## config.mk

```make
export PLATFORM = sky130hd
export DESIGN_NAME = sorted_key_list
export DESIGN_NICKNAME = d
export VERILOG_FILES = /design/src/hdl/skl_pkg.sv /design/src/hdl/skl_ram.sv /design/src/hdl/sorted_key_list.sv
export SDC_FILE = /design/constraint.sdc
export NUM_CORES = 2
export LEC_CHECK = 0
export BUFFER_PORTS_ARGS = -buffer_cell sky130_fd_sc_hd__buf_2
export CORE_MARGIN = 1.5
export CORE_UTILIZATION = 50
export DETAILED_ROUTE_END_ITERATION = 6
export HOLD_SLACK_MARGIN = 0.06
export PLACE_DENSITY = 0.68
export SETUP_SLACK_MARGIN = 0.3
export SLEW_MARGIN = 20
export SYNTH_ARGS = -nofsm -noshare
export SYNTH_HDL_FRONTEND = slang
export SYNTH_SLANG_ARGS = --single-unit
```

## constraint.sdc

```tcl
create_clock -name i_clk -period 5 [get_ports i_clk]
set_input_delay 1.5 -clock i_clk [delete_from_list [all_inputs] [get_ports i_clk]]
set_output_delay 1.5 -clock i_clk [all_outputs]
set_load 0.02 [all_outputs]
```

## src/hdl/skl_pkg.sv

```systemverilog
// Package for the sorted key list: field widths, operation and status codes,
// controller states and the payload structs of both channels.
// Depends on nothing; sorted_key_list imports it.
package skl_pkg;

    localparam int SKL_CAPACITY = 64;
    localparam int KEY_W        = 32;
    localparam int KIND_W       = 2;
    localparam int STATUS_W     = 3;

    localparam logic [KIND_W-1:0] KIND_INSERT = 2'd0;
    localparam logic [KIND_W-1:0] KIND_DELETE = 2'd1;
    localparam logic [KIND_W-1:0] KIND_DUMP   = 2'd2;

    localparam logic [STATUS_W-1:0] ST_INSERTED = 3'd0;
    localparam logic [STATUS_W-1:0] ST_FULL     = 3'd1;
    localparam logic [STATUS_W-1:0] ST_DELETED  = 3'd2;
    localparam logic [STATUS_W-1:0] ST_NOTFOUND = 3'd3;
    localparam logic [STATUS_W-1:0] ST_EMPTY    = 3'd4;
    localparam logic [STATUS_W-1:0] ST_DUMPED   = 3'd5;

    typedef enum logic [2:0] {
        S_IDLE,
        S_INS,
        S_DEL,
        S_DUMP,
        S_RES
    } t_state;

    typedef struct packed {
        logic [KIND_W-1:0]       kind;
        logic signed [KEY_W-1:0] key;
    } t_skl_in;

    typedef struct packed {
        logic [STATUS_W-1:0]     status;
        logic signed [KEY_W-1:0] value;
        logic                    last;
    } t_skl_out;

endpackage

```

## src/hdl/skl_ram.sv

```systemverilog
// Generic single-clock RAM: one write port, one read port, registered read.
// Depends on nothing.
module skl_ram #(
    parameter int WIDTH = 32,
    parameter int DEPTH = 64,
    localparam int AddrW = (DEPTH > 1) ? $clog2(DEPTH) : 1
) (
    input  logic             i_clk,
    input  logic             i_we,
    input  logic [AddrW-1:0] i_waddr,
    input  logic [WIDTH-1:0] i_wdata,
    input  logic [AddrW-1:0] i_raddr,
    output logic [WIDTH-1:0] o_rdata
);

    logic [WIDTH-1:0] r_mem [DEPTH];
    logic [WIDTH-1:0] r_rdata;

    always_ff @(posedge i_clk) begin
        if (i_we) begin
            r_mem[i_waddr] <= i_wdata;
        end
        r_rdata <= r_mem[i_raddr];
    end

    assign o_rdata = r_rdata;

endmodule

```

## src/hdl/sorted_key_list.sv

```systemverilog
// Top level of the sorted key list: controller, output register and key RAM.
// Depends on skl_pkg and skl_ram.
//
// Keeps up to CAPACITY signed keys in ascending order in one RAM.
// Input channel: i_in_valid / o_in_stall with i_in_data (kind, key).
// Output channel: o_out_valid / i_out_stall with o_out_data (status, value, last).
// One item is worked on at a time; o_in_stall is high while an item is in work.
// An insert scans from the top of the list downward, moving each larger or
// equal key up one slot, one RAM read and one write per cycle. The scan ends
// with the write of the new key; its result then waits in the result state
// until the output register is free, and the next item is accepted after
// it is loaded. A delete always scans all n stored keys and closes the gap
// behind the found key, then gives its result the same way. Full and empty
// cases go straight to the result state; an unused kind gives no result.
// A dump first primes the RAM read, then gives one key per cycle while the
// receiver does not stall; the next item is accepted once the last key is loaded.
// This pacing comes from the single RAM read port and its registered read.
// Every insert and delete gives one result with last set; a dump of n keys gives
// n results, the final one with last set, or one empty status for an empty list.
// Results go through an output register, so the next item is accepted while
// the last result waits. While the receiver stalls, a dump pauses and the RAM
// re-reads the same entry. Reset empties the list at once; no clearing pass.
module sorted_key_list #(
    parameter int CAPACITY = skl_pkg::SKL_CAPACITY
) (
    input  logic               i_clk,
    input  logic               i_rst_n,
    input  logic               i_in_valid,
    output logic               o_in_stall,
    input  skl_pkg::t_skl_in   i_in_data,
    output logic               o_out_valid,
    input  logic               i_out_stall,
    output skl_pkg::t_skl_out  o_out_data
);
    import skl_pkg::*;

    localparam int AW = (CAPACITY > 1) ? $clog2(CAPACITY) : 1;
    localparam int CW = $clog2(CAPACITY + 1);
    localparam logic [CW-1:0] CapC = CW'(CAPACITY);
    localparam logic [CW-1:0] OneC = CW'(1);
    localparam logic [CW-1:0] TwoC = CW'(2);

    t_state                  r_state, n_state;
    logic [CW-1:0]           r_ptr, n_ptr;
    logic [CW-1:0]           r_count, n_count;
    logic                    r_prim, n_prim;
    logic                    r_found, n_found;
    logic signed [KEY_W-1:0] r_key, n_key;
    logic [STATUS_W-1:0]     r_res_status, n_res_status;
    logic signed [KEY_W-1:0] r_res_value, n_res_value;
    t_skl_out                r_out, n_out;
    logic                    r_out_valid;
    logic                    out_load;

    logic             ram_we;
    logic [AW-1:0]    ram_waddr;
    logic [KEY_W-1:0] ram_wdata;
    logic [CW-1:0]    ram_rsel;
    logic [KEY_W-1:0] ram_rdata;

    logic accept, out_free, rd_ge, rd_eq;
    logic ins_adv, ins_done, del_step, del_last, dump_take, dump_last;

    skl_ram #(
        .WIDTH (KEY_W),
        .DEPTH (CAPACITY)
    ) u_ram (
        .i_clk   (i_clk),
        .i_we    (ram_we),
        .i_waddr (ram_waddr),
        .i_wdata (ram_wdata),
        .i_raddr (ram_rsel[AW-1:0]),
        .o_rdata (ram_rdata)
    );

    assign o_in_stall = (r_state != S_IDLE);
    assign accept     = i_in_valid && !o_in_stall;
    assign out_free   = !r_out_valid || !i_out_stall;

    assign rd_ge = $signed(ram_rdata) >= r_key;
    assign rd_eq = (ram_rdata == r_key);

    // In INS, r_ptr is the slot being decided and the RAM data is the entry below it.
    assign ins_adv  = (r_state == S_INS) && r_prim && (r_ptr != '0) && rd_ge;
    assign ins_done = (r_state == S_INS) && ((r_ptr == '0) || (r_prim && !rd_ge));
    // In DEL and DUMP, r_ptr is the index of the entry on the RAM data.
    assign del_step  = (r_state == S_DEL) && r_prim;
    assign del_last  = del_step && (r_ptr == (r_count - OneC));
    assign dump_take = (r_state == S_DUMP) && r_prim && out_free;
    assign dump_last = dump_take && (r_ptr == (r_count - OneC));

    always_comb begin
        n_state = r_state;
        case (r_state)
            S_IDLE: begin
                if (accept) begin
                    case (i_in_data.kind)
                        KIND_INSERT: n_state = (r_count == CapC) ? S_RES : S_INS;
                        KIND_DELETE: n_state = (r_count == '0) ? S_RES : S_DEL;
                        KIND_DUMP:   n_state = (r_count == '0) ? S_RES : S_DUMP;
                        default:     n_state = S_IDLE;
                    endcase
                end
            end
            S_INS: begin
                if (ins_done) n_state = S_RES;
            end
            S_DEL: begin
                if (del_last) n_state = S_RES;
            end
            S_DUMP: begin
                if (dump_last) n_state = S_IDLE;
            end
            S_RES: begin
                if (out_free) n_state = S_IDLE;
            end
            default: n_state = S_IDLE;
        endcase
    end

    always_comb begin
        n_ptr        = r_ptr;
        n_count      = r_count;
        n_prim       = r_prim;
        n_found      = r_found;
        n_key        = r_key;
        n_res_status = r_res_status;
        n_res_value  = r_res_value;
        n_out        = r_out;
        out_load     = 1'b0;
        ram_we       = 1'b0;
        ram_waddr    = r_ptr[AW-1:0];
        ram_wdata    = r_key;
        ram_rsel     = r_ptr;
        case (r_state)
            S_IDLE: begin
                n_prim      = 1'b0;
                n_found     = 1'b0;
                n_key       = i_in_data.key;
                n_res_value = i_in_data.key;
                if (i_in_data.kind == KIND_INSERT) begin
                    n_ptr        = r_count;
                    ram_rsel     = r_count - OneC;
                    n_res_status = ST_FULL;
                end else begin
                    n_ptr        = '0;
                    ram_rsel     = '0;
                    n_res_status = ST_EMPTY;
                    if (i_in_data.kind == KIND_DUMP) n_res_value = '0;
                end
            end
            S_INS: begin
                n_prim   = 1'b1;
                ram_rsel = ins_adv ? (r_ptr - TwoC) : (r_ptr - OneC);
                if (ins_adv) begin
                    ram_we    = 1'b1;
                    ram_wdata = ram_rdata;
                    n_ptr     = r_ptr - OneC;
                end
                if (ins_done) begin
                    ram_we       = 1'b1;
                    n_count      = r_count + OneC;
                    n_res_status = ST_INSERTED;
                end
            end
            S_DEL: begin
                n_prim   = 1'b1;
                ram_rsel = r_prim ? (r_ptr + OneC) : r_ptr;
                if (del_step) begin
                    n_ptr = r_ptr + OneC;
                    if (r_found) begin
                        // Every key after the match moves down one slot.
                        ram_we    = 1'b1;
                        ram_waddr = AW'(r_ptr - OneC);
                        ram_wdata = ram_rdata;
                    end else if (rd_eq) begin
                        n_found = 1'b1;
                    end
                end
                if (del_last) begin
                    if (r_found || rd_eq) begin
                        n_res_status = ST_DELETED;
                        n_count      = r_count - OneC;
                    end else begin
                        n_res_status = ST_NOTFOUND;
                    end
                end
            end
            S_DUMP: begin
                n_prim   = 1'b1;
                ram_rsel = dump_take ? (r_ptr + OneC) : r_ptr;
                if (dump_take) begin
                    n_ptr        = r_ptr + OneC;
                    out_load     = 1'b1;
                    n_out.status = ST_DUMPED;
                    n_out.value  = $signed(ram_rdata);
                    n_out.last   = dump_last;
                end
            end
            S_RES: begin
                if (out_free) begin
                    out_load     = 1'b1;
                    n_out.status = r_res_status;
                    n_out.value  = r_res_value;
                    n_out.last   = 1'b1;
                end
            end
            default: begin
                n_prim = 1'b0;
            end
        endcase
    end

    always_ff @(posedge i_clk) begin
        if (!i_rst_n) begin
            r_state     <= S_IDLE;
            r_count     <= '0;
            r_prim      <= 1'b0;
            r_found     <= 1'b0;
            r_out_valid <= 1'b0;
        end else begin
            r_state <= n_state;
            r_count <= n_count;
            r_prim  <= n_prim;
            r_found <= n_found;
            if (out_load) begin
                r_out_valid <= 1'b1;
            end else if (!i_out_stall) begin
                r_out_valid <= 1'b0;
            end
        end
    end

    always_ff @(posedge i_clk) begin
        r_ptr        <= n_ptr;
        r_key        <= n_key;
        r_res_status <= n_res_status;
        r_res_value  <= n_res_value;
        if (out_load) begin
            r_out <= n_out;
        end
    end

    assign o_out_valid = r_out_valid;
    assign o_out_data  = r_out;

    a_count_bound: assert property (@(posedge i_clk) disable iff (!i_rst_n)
        r_count <= CapC)
        else $error("key count exceeds capacity");

    a_write_states: assert property (@(posedge i_clk) disable iff (!i_rst_n)
        ram_we |-> (r_state == S_INS || r_state == S_DEL))
        else $error("key RAM written outside insert or delete");

    a_count_step: assert property (@(posedge i_clk) disable iff (!i_rst_n)
        1'b1 |=> (r_count == $past(r_count) || r_count == $past(r_count) + OneC
                  || r_count == $past(r_count) - OneC))
        else $error("key count changed by more than one");

    a_del_waddr: assert property (@(posedge i_clk) disable iff (!i_rst_n)
        (ram_we && r_state == S_DEL) |-> (CW'(ram_waddr) < r_count))
        else $error("delete wrote beyond the stored keys");

    a_load_free: assert property (@(posedge i_clk) disable iff (!i_rst_n)
        out_load |-> out_free)
        else $error("output register loaded while a result is stalled");

endmodule
```

==> metrics <==
CTS Buf Count 214; launch point of the critical path u_ram.o_rdata[25]$_DFF_P_; PnR worst setup slack 0.2709 ns; highest clock rate roughly 0.21 GHz; final wirelength between 200 and 300 mm; Via-to-Cell Ratio 6.326; startpoint types flip-flop; die height 425.1 µm; Die ar. 180700 µm²; Final nets 7018; Core Rows 154; total power roughly 56 mW; Post-synth top flop edfxtp_1; layout cell share with drive strength beyond 1 0.1973; endpoints failing hold 0; FF-to-FF Start u_ram.o_rdata[25]$_DFF_P_; crit-path max FO 14; r2r setup slk 0.27 ns; initial core utilization 0.5048; area leader, netlist edfxtp_1; drt drc 6; GRT Overall Usage 0.3208; vias in the first global route about 56000; clk_skew 0.06189 ns; Req. time, crit path about 5.7 ns; Die X 425.1 µm; Clk Tree Root Cell clkbuf_16; area growth from synthesis to layout 19.27%; Worst Path Arrival 5.45 ns; post-layout util 0.6021; Slew @ Worst Pin approximately 1.0 ns; RSZ-0062 raised after global routing yes; worst relative slew slack 0.3013; Mean Syn Cell Area 14.32 µm²; first-pass GRT wire length 409.6 mm; largest net degree at the start of global routing 66; Syn Inst Count 6223; Synth Net Count roughly 6300; Peak VDD IR around 0.00033 V; Via Count roughly 60000; P_leak around 37 nW; CTS tree done; Final Max Slew Viols 0; Port Buffers 75; Top-Level Pins between 70 and 80; Final Critical Period 4.729 ns; Synth cell types 97; worst skew pair latency 0.89 ns; Hold Path Origin r_res_status[2]$_DFFE_PP_; routability-driven placement congestion ratio 0.9980; #FFs+latches synth 2203; CP Capture Type flip-flop; H-tree levels 4; placed cell count 9049; DR pass1 iterations 7; outcome complete, but fails checks; clock buffer depth 3; Final period util 0.9458; YS warnings 0; HPWL Detailed 188.7 mm; worst slack, placed -0.4784 ns; Pwr Density approximately 530 nW/µm²; number of setup violations in the final report 0; CTS sink cnt 2203; Detail Route Antenna Nets 0; # fillers around 13000; DR WL/cell 31.03 µm; total grt overflow 0; Seq/Total Area, Yosys 0.7374; failing checks DRC; max-cap violations 0; clock slew at reported path FFs approximately 0.07 ns; share of flip-flops with an asynchronous set or reset 0; Area contributors post-synth edfxtp_1, nand2_1, mux2i_1, nand3_1, dfxtp_1; share of the synthesized area in the top cell type 0.7273; mapped cell area approximately 90000 µm²; initial antenna violation count 9; Post-synth EDFFs 2158; Hold Path Class flip-flop to flip-flop; Hold Slack 0.5046 ns; core area 176500 µm²; Final Non-Filler Cells 9466; Setup Crit Path Kind flip-flop to flip-flop; Iteration-0 DRC Markers roughly 9200
==> sequential cells by signal, indices dropped and copies added, names as in the netlist, 3 cells and up <==
| name | count |
|---|---|
| r_res_value | 32 |
| r_ptr | 7 |
| o_out_data | 36 |
| r_key | 32 |
| u_ram.r_mem | 2048 |
| r_res_status | 3 |
| u_ram.o_rdata | 32 |
| r_state | 3 |
| r_count | 7 |
==> cells by family after synthesis <==
family / after synthesis / synth area share
AND/OR/NAND/NOR: 2373 / 0.1181
AO/OA/AOI/OAI: 683 / 0.05599
buffers and inverters: 414 / 0.02279
multiplexers: 485 / 0.05770
flip-flops: 2203 / 0.7374
adder cells (fa/ha/maj): 40 / 0.005617
XOR/XNOR: 25 / 0.002457
==> synthesized netlist by cell type, drive strengths merged (5+ instances only) <==
cell type and count:
and2 51, a21boi 19, o211ai 29, ha 40
nor3 33, xnor2 17, o21ai 67, xor2 8
or3 16, nor4 11, o22ai 37, a21oi 137
a221oi 19, or4 24, a221o 11, and3 17
a31oi 43, nand2 1353, o31a 20, a311oi 34
o221ai 10, buf 230, nor2b 8, a22o 6
a211oi 38, mux2i 427, nand3 583, o2111ai 16
clkbuf 135, a32oi 77, nand2b 9, o32ai 7
inv 49, edfxtp 2158, and4 6, dfxtp 45
a2111oi 5, mux4 19, nor2 150, nand4 94
a22oi 66, mux2 39
==> repair_timing <==
item | 4_1_cts | 5_1_grt
gates resized for setup | 26 | 52
setup endpoints to repair | 31 | 57
cloned | 1 | 3
hold buffers | 0 | 0
pin swaps | 2 | 13
buffers inserted | 3 | 8
==> report_power, final <==
group / internal, mW / total, mW / leakage, nW / switching (mW)
sequential: 21.5 / 22.1 / 19.9 / 0.550
combinational: 6.82 / 18.8 / 14.0 / 11.9
clock: 8.61 / 15.6 / 3.28 / 6.99
total: 37.0 / 56.4 / 37.2 / 19.5
==> stage by stage <==
step	setup TNS, ns	cell area, µm²
after floorplan	0	89100
final	0	106300
after detailed placement	-9.197	99010
after global routing	0	106200
after CTS	0	105900
after global placement	-7.808	99010
==> metal layers <==
metal,vias to the layer above,part of all wire,GRT usage
met5,-,0.00016,0
met4,6,0.061,0.1680
met3,779,0.13,0.08089
met2,4142,0.44,0.4766
met1,29880,0.37,0.4378
li1,25070,-,-
==> placed cells by master, fill, tap and decap left out, types with 13 or more instances in the layout <==
master        n
clkbuf_16   218
nor2_4       72
o21ai_0      52
a32oi_1      75
mux2i_1     426
a31oi_1      42
clkbuf_1     50
buf_12      156
o211ai_1     28
ha_1         40
or4_1        24
a221oi_1     16
nand2_1    1350
o22ai_1      37
a211oi_1     34
nor3_1       17
nand3_1     580
mux2_2       39
a22oi_1      57
a311oi_1     32
xnor2_1      16
nor3_2       13
a21boi_0     14
clkinv_2     40
clkinv_1     46
edfxtp_1   2158
o2111ai_1    14
buf_4       618
nor2_1       71
or3_1        15
a21oi_1     134
and2_1       51
dfxtp_1      26
inv_1        46
mux4_2       19
buf_2        75
dfxtp_2      18
nand4_1      94
o31a_1       20
and3_1       17
==> cell type report <==
| type | count | area (µm²) | share of cell area |
|---|---|---|---|
| Antenna cell | 10 | 25.02 | 0.0002355 |
| Clock buffer | 273 | 5678 | 0.05343 |
| Clock inverter | 119 | 1061 | 0.009984 |
| Inverter | 49 | 183.9 | 0.001731 |
| Multi-Input combinational cell | 3606 | 22190 | 0.2088 |
| Sequential cell | 2203 | 65730 | 0.6185 |
| Tap cell | 2340 | 2928 | 0.02755 |
| Timing Repair Buffer | 866 | 8477 | 0.07977 |
==> path summary, 6_finish.rpt <==
| path | to | cells past startpoint |
|---|---|---|
| min | o_out_data[35]$_SDFFCE_PN1P_ | 1 |
| max reg2reg | u_ram.o_rdata[21]$_DFF_P_ | 16 |
| max | u_ram.o_rdata[21]$_DFF_P_ | 16 |
| min reg2reg | o_out_data[35]$_SDFFCE_PN1P_ | 1 |
==> critical path, stage by stage (launching register included) <==
cell and delay (ns):
dfxtp_1 0.63, ha_1 0.35, a21oi_1 0.14, o21a_1 0.14, a2bb2oi_1 0.30, a21oi_1 0.23, buf_4 0.21, o211a_1 0.26
nor2_4 0.17, buf_12 0.21, buf_4 0.27, mux2i_1 0.25, mux2i_1 0.26, o21ai_1 0.31, buf_4 0.16, o311ai_1 0.13
or4_1 0.54
(Power assumes the default switching activity.)
